[config.mk]
export PLATFORM = sky130hd
export DESIGN_NAME = stuffed_frame_deframer_crc16
export DESIGN_NICKNAME = d
export VERILOG_FILES = /design/src/sfd_pkg.sv /design/src/stuffed_frame_deframer_crc16.sv /design/src/sfd_core.sv /design/src/sfd_out_stage.sv
export SDC_FILE = /design/constraint.sdc
export NUM_CORES = 1
export LEC_CHECK = 0
export ABC_AREA = 1
export BUFFER_PORTS_ARGS = -buffer_cell sky130_fd_sc_hd__buf_2
export CAP_MARGIN = 20
export CORE_AREA = 4 4 148 150
export CTS_BUF_LIST = sky130_fd_sc_hd__clkbuf_4 sky130_fd_sc_hd__clkbuf_8
export CTS_CLUSTER_DIAMETER = 50
export DETAILED_ROUTE_END_ITERATION = 10
export DIE_AREA = 0 0 152 154
export SETUP_SLACK_MARGIN = 0.5
export SKIP_CTS_REPAIR_TIMING = 1
export SYNTH_ARGS = -nofsm -noshare
export SYNTH_HDL_FRONTEND = slang
export SYNTH_HIERARCHICAL = 1
export SYNTH_SLANG_ARGS = --single-unit
[constraint.sdc]
create_clock -name i_clk -period 5.6 [get_ports i_clk]
set_input_delay 0.28 -clock i_clk [delete_from_list [all_inputs] [get_ports i_clk]]
set_output_delay 0.28 -clock i_clk [all_outputs]
set_load 0.01 [all_outputs]
[src/sfd_pkg.sv]
// ----------------------------------------------------------------------------
// sfd_pkg
// Shared types, byte codes and the CRC-16-CCITT byte update for the deframer.
// ----------------------------------------------------------------------------
`default_nettype none

package sfd_pkg;

    localparam int unsigned MaxBodyDefault = 1024;

    // Link control bytes.
    localparam logic [7:0] ByteStart  = 8'hFC;
    localparam logic [7:0] ByteEnd    = 8'hFD;
    localparam logic [7:0] ByteEscape = 8'hFE;
    localparam logic [7:0] EscapeMask = 8'h20;
    localparam logic [15:0] CrcInit   = 16'hFFFF;

    // Frame status codes.
    localparam logic [2:0] StatusOk       = 3'd0;
    localparam logic [2:0] StatusCrcError = 3'd1;
    localparam logic [2:0] StatusShort    = 3'd2;
    localparam logic [2:0] StatusFraming  = 3'd3;
    localparam logic [2:0] StatusOverflow = 3'd4;

    typedef enum logic [2:0] {
        PH_HUNT = 3'b001,
        PH_BODY = 3'b010,
        PH_ESC  = 3'b100
    } t_phase;

    typedef struct packed {
        logic [7:0]  data_byte;
        logic [9:0]  byte_index;
        logic        frame_end;
        logic [2:0]  status;
        logic [7:0]  packet_number;
        logic [15:0] packet_code;
        logic [9:0]  payload_length;
    } t_result;

    // Byte-wise CCITT update, low byte swapped into the high position first.
    function automatic logic [15:0] crc_update(input logic [15:0] crc, input logic [7:0] x);
        logic [15:0] c;
        c = {crc[7:0], crc[15:8]} ^ {8'h00, x};
        c = c ^ {12'h000, c[7:4]};
        c = c ^ {c[3:0], 12'h000};
        c = c ^ {3'b000, c[7:0], 5'b00000};
        return c;
    endfunction

endpackage

`default_nettype wire

[src/stuffed_frame_deframer_crc16.sv]
// ----------------------------------------------------------------------------
// stuffed_frame_deframer_crc16
// Byte-stuffed frame deframer with CRC-16-CCITT check.
// ----------------------------------------------------------------------------
// Takes one received byte per request and returns at most one result per
// byte: a payload byte with its index, or a frame-end result with packet
// number, packet code, payload length and status. A byte passes through an
// input register, goes through combinational unstuffing and CRC logic, and
// lands in a result register, so a new byte is taken every cycle while the
// consumer keeps up. Backpressure on the result side stalls the input
// register and then the input channel. Bodies longer than MAX_BODY bytes are
// flagged as overflow.
`default_nettype none

module stuffed_frame_deframer_crc16 #(
    parameter int unsigned MAX_BODY = sfd_pkg::MaxBodyDefault
) (
    input  wire logic        i_clk,
    input  wire logic        i_rst_n,
    input  wire logic        i_valid,
    output logic             o_ready,
    input  wire logic [7:0]  i_rx_byte,
    output logic             o_valid,
    input  wire logic        i_ready,
    output logic [7:0]       o_data_byte,
    output logic [9:0]       o_byte_index,
    output logic             o_frame_end,
    output logic [2:0]       o_status,
    output logic [7:0]       o_packet_number,
    output logic [15:0]      o_packet_code,
    output logic [9:0]       o_payload_length
);

    logic             r_in_valid, n_in_valid;
    logic [7:0]       r_in_byte;
    logic             out_free;
    logic             step;
    logic             res_valid;
    sfd_pkg::t_result res;
    sfd_pkg::t_result out_res;

    assign step       = r_in_valid && out_free;
    assign o_ready    = !r_in_valid || out_free;
    assign n_in_valid = (i_valid && o_ready) || (r_in_valid && !out_free);

    always_ff @(posedge i_clk) begin
        if (!i_rst_n) begin
            r_in_valid <= 1'b0;
        end else begin
            r_in_valid <= n_in_valid;
        end
    end

    always_ff @(posedge i_clk) begin
        if (i_valid && o_ready) begin
            r_in_byte <= i_rx_byte;
        end
    end

    sfd_core #(
        .MAX_BODY(MAX_BODY)
    ) u_core (
        .i_clk      (i_clk),
        .i_rst_n    (i_rst_n),
        .i_step     (step),
        .i_byte     (r_in_byte),
        .o_res      (res),
        .o_res_valid(res_valid)
    );

    sfd_out_stage u_out (
        .i_clk  (i_clk),
        .i_rst_n(i_rst_n),
        .i_load (res_valid),
        .i_res  (res),
        .i_ready(i_ready),
        .o_valid(o_valid),
        .o_free (out_free),
        .o_res  (out_res)
    );

    assign o_data_byte      = out_res.data_byte;
    assign o_byte_index     = out_res.byte_index;
    assign o_frame_end      = out_res.frame_end;
    assign o_status         = out_res.status;
    assign o_packet_number  = out_res.packet_number;
    assign o_packet_code    = out_res.packet_code;
    assign o_payload_length = out_res.payload_length;

endmodule

`default_nettype wire

[src/sfd_core.sv]
// ----------------------------------------------------------------------------
// sfd_core
// Frame state, unstuffing, header capture, CRC hold and result formation.
// ----------------------------------------------------------------------------
`default_nettype none

module sfd_core #(
    parameter int unsigned MAX_BODY = sfd_pkg::MaxBodyDefault
) (
    input  wire logic            i_clk,
    input  wire logic            i_rst_n,
    input  wire logic            i_step,
    input  wire logic [7:0]      i_byte,
    output sfd_pkg::t_result     o_res,
    output logic                 o_res_valid
);

    localparam int unsigned CW = $clog2(MAX_BODY + 1);
    localparam int unsigned XW = (CW > 10) ? CW : 10;

    sfd_pkg::t_phase r_phase, n_phase;
    logic [7:0]      r_hold0, n_hold0;
    logic [7:0]      r_hold1, n_hold1;
    logic [15:0]     r_crc, n_crc;
    logic [CW-1:0]   r_count, n_count;
    logic [7:0]      r_number, n_number;
    logic [15:0]     r_code, n_code;
    logic            r_overflow, n_overflow;

    logic [7:0]      body_byte;
    logic [XW-1:0]   count_ext;
    logic [XW-1:0]   count_less5;
    logic [9:0]      length;
    logic [2:0]      end_status;

    assign count_ext   = XW'(r_count);
    assign count_less5 = count_ext - XW'(5);
    assign length      = (r_count >= CW'(5)) ? count_less5[9:0] : 10'd0;
    assign body_byte   = (r_phase == sfd_pkg::PH_ESC) ? (i_byte ^ sfd_pkg::EscapeMask) : i_byte;

    always_comb begin
        if (r_overflow) begin
            end_status = sfd_pkg::StatusOverflow;
        end else if (r_count < CW'(5)) begin
            end_status = sfd_pkg::StatusShort;
        end else if (r_hold0 == r_crc[7:0] && r_hold1 == r_crc[15:8]) begin
            end_status = sfd_pkg::StatusOk;
        end else begin
            end_status = sfd_pkg::StatusCrcError;
        end
    end

    always_comb begin
        n_phase    = r_phase;
        n_hold0    = r_hold0;
        n_hold1    = r_hold1;
        n_crc      = r_crc;
        n_count    = r_count;
        n_number   = r_number;
        n_code     = r_code;
        n_overflow = r_overflow;

        o_res_valid          = 1'b0;
        o_res                = '0;
        o_res.packet_number  = r_number;
        o_res.packet_code    = r_code;
        o_res.payload_length = length;

        if (i_step) begin
            case (r_phase)
                sfd_pkg::PH_HUNT: begin
                    if (i_byte == sfd_pkg::ByteStart) begin
                        n_hold0    = '0;
                        n_hold1    = '0;
                        n_crc      = sfd_pkg::CrcInit;
                        n_count    = '0;
                        n_number   = '0;
                        n_code     = '0;
                        n_overflow = 1'b0;
                        n_phase    = sfd_pkg::PH_BODY;
                    end
                end
                default: begin
                    if (i_byte == sfd_pkg::ByteStart) begin
                        // A start byte inside a frame closes it and opens the next.
                        o_res_valid     = 1'b1;
                        o_res.frame_end = 1'b1;
                        o_res.status    = sfd_pkg::StatusFraming;
                        n_hold0    = '0;
                        n_hold1    = '0;
                        n_crc      = sfd_pkg::CrcInit;
                        n_count    = '0;
                        n_number   = '0;
                        n_code     = '0;
                        n_overflow = 1'b0;
                        n_phase    = sfd_pkg::PH_BODY;
                    end else if (i_byte == sfd_pkg::ByteEnd) begin
                        o_res_valid     = 1'b1;
                        o_res.frame_end = 1'b1;
                        o_res.status    = end_status;
                        n_phase         = sfd_pkg::PH_HUNT;
                    end else if (r_phase == sfd_pkg::PH_BODY && i_byte == sfd_pkg::ByteEscape) begin
                        n_phase = sfd_pkg::PH_ESC;
                    end else begin
                        n_phase = sfd_pkg::PH_BODY;
                        if (r_count >= CW'(MAX_BODY)) begin
                            n_overflow = 1'b1;
                        end else begin
                            n_count = r_count + CW'(1);
                            if (r_count == CW'(0)) begin
                                n_number = body_byte;
                                n_crc    = sfd_pkg::crc_update(r_crc, body_byte);
                            end else if (r_count == CW'(1)) begin
                                n_code[7:0] = body_byte;
                                n_crc       = sfd_pkg::crc_update(r_crc, body_byte);
                            end else if (r_count == CW'(2)) begin
                                n_code[15:8] = body_byte;
                                n_crc        = sfd_pkg::crc_update(r_crc, body_byte);
                            end else if (r_count == CW'(3)) begin
                                n_hold0 = body_byte;
                            end else if (r_count == CW'(4)) begin
                                n_hold1 = body_byte;
                            end else begin
                                // The oldest held byte is payload once two newer ones exist.
                                n_crc   = sfd_pkg::crc_update(r_crc, r_hold0);
                                n_hold0 = r_hold1;
                                n_hold1 = body_byte;
                                o_res_valid          = 1'b1;
                                o_res.data_byte      = r_hold0;
                                o_res.byte_index     = count_less5[9:0];
                                o_res.payload_length = 10'd0;
                            end
                        end
                    end
                end
            endcase
        end
    end

    always_ff @(posedge i_clk) begin
        if (!i_rst_n) begin
            r_phase    <= sfd_pkg::PH_HUNT;
            r_hold0    <= '0;
            r_hold1    <= '0;
            r_crc      <= sfd_pkg::CrcInit;
            r_count    <= '0;
            r_number   <= '0;
            r_code     <= '0;
            r_overflow <= 1'b0;
        end else begin
            r_phase    <= n_phase;
            r_hold0    <= n_hold0;
            r_hold1    <= n_hold1;
            r_crc      <= n_crc;
            r_count    <= n_count;
            r_number   <= n_number;
            r_code     <= n_code;
            r_overflow <= n_overflow;
        end
    end

endmodule

`default_nettype wire

[src/sfd_out_stage.sv]
// ----------------------------------------------------------------------------
// sfd_out_stage
// Result register with valid/ready toward the consumer.
// ----------------------------------------------------------------------------
`default_nettype none

module sfd_out_stage (
    input  wire logic              i_clk,
    input  wire logic              i_rst_n,
    input  wire logic              i_load,
    input  wire sfd_pkg::t_result  i_res,
    input  wire logic              i_ready,
    output logic                   o_valid,
    output logic                   o_free,
    output sfd_pkg::t_result       o_res
);

    logic             r_valid, n_valid;
    sfd_pkg::t_result r_res;

    // The slot can take a new result when empty or when its request leaves now.
    assign o_free  = !r_valid || i_ready;
    assign n_valid = i_load || (r_valid && !i_ready);
    assign o_valid = r_valid;
    assign o_res   = r_res;

    always_ff @(posedge i_clk) begin
        if (!i_rst_n) begin
            r_valid <= 1'b0;
        end else begin
            r_valid <= n_valid;
        end
    end

    always_ff @(posedge i_clk) begin
        if (i_load) begin
            r_res <= i_res;
        end
    end

endmodule

`default_nettype wire

After elaboration in Yosys (flattened, before gate mapping) --
Cells that the tools add are included.
Word-level totals: bits of input ports 12, output and inout bits 58, flip-flop bits (word level) 137, word-level logic and storage cells 183
Cells by class: multiplexer cells 93, reduce and logical (&&, ||, !) cells 31, equality and inequality tests 23, $lt $le $gt $ge 3, bitwise operators 11, $add $sub $neg 2
Operator list (number):
- $mux 16 | 18
- $mux 8 | 29
- $mux 10 | 12
- $mux 11 | 6
- $xor 16x13->16 | 2
- $xor 16x16->16 | 2
- $xor 16x4->16 | 2
- $xor 16x8->16 | 2
- $eq 8x8->1 const B | 3
- $eq 11x2->1 const B | 2
- $mux 3 | 7
- $mux 1 | 18
- $reduce_and 9->1 | 2
- $eq 8x8->1 | 2
- $ne 2x1->1 const B | 8
- $reduce_and 7->1 | 2
- $add 11x1->11 const B | 1
- $eq 11x1->1 const B | 1
- $eq 11x3->1 const B | 1
- $ge 11x11->1 const B | 1
- $ge 11x3->1 const B | 1
- $logic_not 11->1 | 1
- $lt 11x3->1 const B | 1
- $reduce_or 11->1 | 1
- other kinds (19) | 38

Depth between registers and ports, before layout --
depth after elaboration 14, mapped depth 14, mapped depth without buffers 13

Hierarchy --
The synthesis kept the hierarchy.
Modules (own cells, without submodules):
- sfd_core | area each 5061.1 sq um, instances 1, cells each 817
- sfd_out_stage | area each 1727.9 sq um, instances 1, cells each 62
- stuffed_frame_deframer_crc16 | area each 299.0 sq um, instances 1, cells each 17

Least setup slack after synthesis --
No wires, ideal clock.
kind register to register, start point register u_core.r_count[0], in the netlist u_core/count_ext[0], end point register u_out.r_valid, in the netlist u_out/o_valid, setup slack 965 ps, library setup time 73 ps, arrival 4562 ps, period minus slack after synthesis 4635 ps, cell stages (with the launch flop) 12, data required time 5527 ps, cell sequence dfxtp_1 inv_1 ha_1 inv_1 nor2_1 o21ai_4 nand2_1 inv_1 nand2_1 a21oi_1 inv_1 a21oi_2
Between the ends: longest elaborated chain between the ends 13
RTL lines:
- start, declared | RTL line sfd_core.sv:25 | logic [CW-1:0] r_count, n_count;
- start signal, assigned | RTL line sfd_core.sv:155 | r_count <= n_count;
- $eq 11x3->1 | RTL line sfd_core.sv:121 | end else if (r_count == CW'(4)) begin
- $mux 1 | RTL line sfd_core.sv:121
- $mux 1 | RTL line sfd_core.sv:119 | end else if (r_count == CW'(3)) begin
- $mux 1 | RTL line sfd_core.sv:116 | end else if (r_count == CW'(2)) begin
- $mux 1 | RTL line sfd_core.sv:113 | end else if (r_count == CW'(1)) begin
- $mux 1 | RTL line sfd_core.sv:110 | if (r_count == CW'(0)) begin
- $mux 1 (*) | RTL line sfd_core.sv:106 | if (r_count >= CW'(MAX_BODY)) begin
- $mux 1 (*) | RTL line sfd_core.sv:102 | end else if (r_phase == sfd_pkg::PH_BODY && i_byte == sfd_pkg::ByteEscape) begin
- $mux 1 (*) | RTL line sfd_core.sv:97 | end else if (i_byte == sfd_pkg::ByteEnd) begin
- $mux 1 (*) | RTL line sfd_core.sv:84 | if (i_byte == sfd_pkg::ByteStart) begin
- $mux 1 (*) | RTL line sfd_core.sv:70 | case (r_phase)
- $mux 1 (*) | RTL line sfd_core.sv:69 | if (i_step) begin
- net res_valid | RTL line stuffed_frame_deframer_crc16.sv:38 | logic res_valid;
- $logic_or 1x1->1 (*) | RTL line sfd_out_stage.sv:23 | assign n_valid = i_load || (r_valid && !i_ready);
- end signal, assigned | RTL line sfd_out_stage.sv:31 | r_valid <= n_valid;
- end, declared | RTL line sfd_out_stage.sv:18 | logic r_valid, n_valid;
The timed path passes the listed nets; every way through them passes the cells marked *. A chain may end at the register's enable or synchronous reset.

Worst setup path in the final report --
start point register u_core.r_count[0], in the netlist u_core/count_ext[0], end point register u_out.r_res (netlist bit u_out/o_res[49]) (enable)
Between the ends: longest elaborated chain between the ends 12
RTL lines:
- $eq 11x3->1 | RTL line sfd_core.sv:121
- $mux 1 | RTL line sfd_core.sv:121
- $mux 1 | RTL line sfd_core.sv:119
- $mux 1 | RTL line sfd_core.sv:116
- $mux 1 | RTL line sfd_core.sv:113
- $mux 1 | RTL line sfd_core.sv:110
- $mux 1 (*) | RTL line sfd_core.sv:106
- $mux 1 (*) | RTL line sfd_core.sv:102
- $mux 1 (*) | RTL line sfd_core.sv:97
- $mux 1 (*) | RTL line sfd_core.sv:84
- $mux 1 (*) | RTL line sfd_core.sv:70
- $mux 1 (*) | RTL line sfd_core.sv:69
- net res_valid | RTL line stuffed_frame_deframer_crc16.sv:38
- end signal, assigned | RTL line sfd_out_stage.sv:37 | r_res <= i_res;
- end, declared | RTL line sfd_out_stage.sv:19 | sfd_pkg::t_result r_res;
Marked as above.

==> impl_metrics.json <==
{
  "async_flop_share": 0,
  "syn2layout_area_growth_pct": 13.9,
  "syn_area_um2": 7090,
  "p_per_area_nw_per_um2": 242,
  "fin_worst_skew_ps": 12.6,
  "vias": 5827,
  "ir_worst_vdd_uv": 158,
  "cts_buffers": 17,
  "max_cap_violations": 0,
  "drt_iter0_markers": 516,
  "min_period_over_period": 0.544,
  "start_kind": "register",
  "hold_violations": 0,
  "synth_edf_count": 64,
  "synthTopCellsByCount": "216 x nand2_1, 136 x nor2_1, 86 x nand3_1",
  "crit_type": "reg -> reg",
  "start_util": 0.343,
  "crit_required_ps": 5700,
  "syn-num-nets": 912,
  "grt_setup_unrepaired": "no",
  "grt_pass1_vias": 5480,
  "holdCritPathClass": "in -> reg",
  "synth_warnings": 6,
  "diodes": 0,
  "drc": 0,
  "die_h_um": 154,
  "fin_crit_ps": 3050,
  "antenna_found_initial": 0,
  "seq_area_frac_synth": 0.477,
  "endpoint_kind": "register",
  "max-slew-margin-rel": 0.502,
  "grt_use_total": 0.151,
  "core_um2": 20700,
  "drt_pre_antenna_iters": 5,
  "place.port_buffers": 69,
  "nFillCells": 2163,
  "avgSynthCellArea_um2": 7.91,
  "p_leak_nw": 3.58,
  "post-route-util": 0.390,
  "dp_hpwl_mm": 12.7,
  "path_max_fanout": 40,
  "gp_congestion": 0.897,
  "synth_top_area_share": 0.271,
  "drive_above_1_share": 0.164,
  "syn_inst": 896,
  "setup_viol": 0,
  "synth_cell_type_count": 35,
  "clkTransAtPathRegs_ps": 80,
  "synth_area_leaders": "edfxtp_1 27%, dfxtp_1 21%, nand2_1 11%",
  "ys_ff_latch": 137,
  "grt_pass1_wl_mm": 28.6,
  "yosysMostFrequentCell": "nand2_1",
  "rows": 53,
  "status": "finished, final reports clean",
  "routed_via_density": 4.68,
  "drv_slew": 0,
  "cp.arrival_ps": 3140,
  "wl_per_cell_um": 14.0,
  "max_freq_mhz": 328,
  "worst_pin_slew_ps": 746,
  "cts_tree": "done",
  "ys.flop_type": "dfxtp_1",
  "cts-root-buf": "clkbuf_8",
  "nets": 972,
  "die_w_um": 152,
  "ctsLongestPathBuffers": 2,
  "yosys.area.top_type": "edfxtp_1",
  "drtAntennaViolNets": 0,
  "htreeDepth": 4,
  "drt-total-wl_mm": 17.4,
  "insertion_delay_ps": 450,
  "cts_sinks": 137,
  "gr-total-overflow": 0,
  "finalSetupTns_ps": 0,
  "grt_start_max_net_pins": 51,
  "num_io_pins": 70,
  "dieArea_um2": 23400
}
power breakdown:
part	internal (mW)	switching [mW]	total, mW
sequential	1.04	0.00869	1.05
clock	0.377	0.442	0.819
combinational	0.0276	0.0535	0.0812
metrics by stage:
step                total power, mW  hold slack [ps]  instance area (um^2)  std cells  setup slack [ps]
floorplan                      1.13              379                  7090        896               965
global placement               1.15              414                  7590       1204              2670
detailed placement             1.15              417                  7590       1204              2580
CTS                            1.97            -30.6                  8000       1236              2560
global route                   2.04              114                  8080       1244              2310
finish                         1.95              108                  8080       1244              2550
metal layers:
layer	vias to the layer above	track usage	share of wire
li1	2977	-	-
met1	2669	0.208	0.49
met2	172	0.239	0.45
met3	9	0.0352	0.054
met4	0	0.0394	0.0091
met5	-	0	0
state kept, by name (all words and copies together) (netlist names), 8 cells and up:
signal            count
u_core/r_code        16
u_core/r_crc         16
u_out/o_res          56
u_core/r_hold1        8
u_core/r_hold0        8
r_in_byte             8
u_core/count_ext     11
u_core/r_number       8
final cells by class:
class,count,area [um^2],share of cell area
timing repair buffer,79,440,0.0545
tap,275,344,0.0426
sequential,137,3380,0.419
inverter,93,349,0.0432
clock buffer,17,234,0.0290
multi-input combinational,628,3150,0.390
clock inverter,15,174,0.0215
placed cells by master (no fill, tap or decap), drive strengths merged:
| master | synthesis | routed |
|---|---|---|
| nand4 | 5 | 5 |
| a211oi | 1 | 1 |
| nor3 | 8 | 8 |
| inv | 92 | 101 |
| dlygate4sd3 | 0 | 8 |
| a21oi | 34 | 34 |
| nor4 | 3 | 3 |
| nand2 | 240 | 240 |
| xnor2 | 27 | 27 |
| dfxtp | 73 | 73 |
| xor2 | 20 | 20 |
| clkbuf | 13 | 17 |
| nor2 | 148 | 148 |
| edfxtp | 64 | 64 |
| bufinv | 0 | 1 |
| o21ai | 46 | 46 |
| clkinv | 1 | 6 |
| o211ai | 3 | 3 |
| buf | 25 | 71 |
| nand3 | 89 | 89 |
| ha | 4 | 4 |
kinds of logic after synthesis:
kind of cell	share of synthesized area
AOI/OAI and AO/OA	0.0644
xor gates and xnor gates	0.0581
adders and majority gates	0.00706
buffers and inverters	0.0798
DFF	0.477
and+or+nand+nor	0.313
critical path: stages, from the launching register on:
cell	delay, ps
dfxtp_1	440
inv_1	130
ha_1	240
inv_1	110
nor2_1	100
o21ai_4	270
nand2_1	110
inv_1	100
nand2_1	110
a21oi_4	520
buf_4	530
worst paths after layout:
check | startpoint | endpoint | slack [ps] | depth (start not counted)
hold reg to reg | u_core/r_code[6]$_SDFFE_PN0P_ | u_out/o_res[16]$_DFFE_PP_ | 440 | 0
hold / removal | i_valid | r_in_valid$_SDFF_PN0_ | 110 | 3
setup reg to reg | u_core/count_ext[0]$_SDFFE_PN0P_ | u_out/o_res[49]$_DFFE_PP_ | 2550 | 10
setup / recovery | u_core/count_ext[0]$_SDFFE_PN0P_ | u_out/o_res[49]$_DFFE_PP_ | 2550 | 10
(Power assumes the default switching activity.)
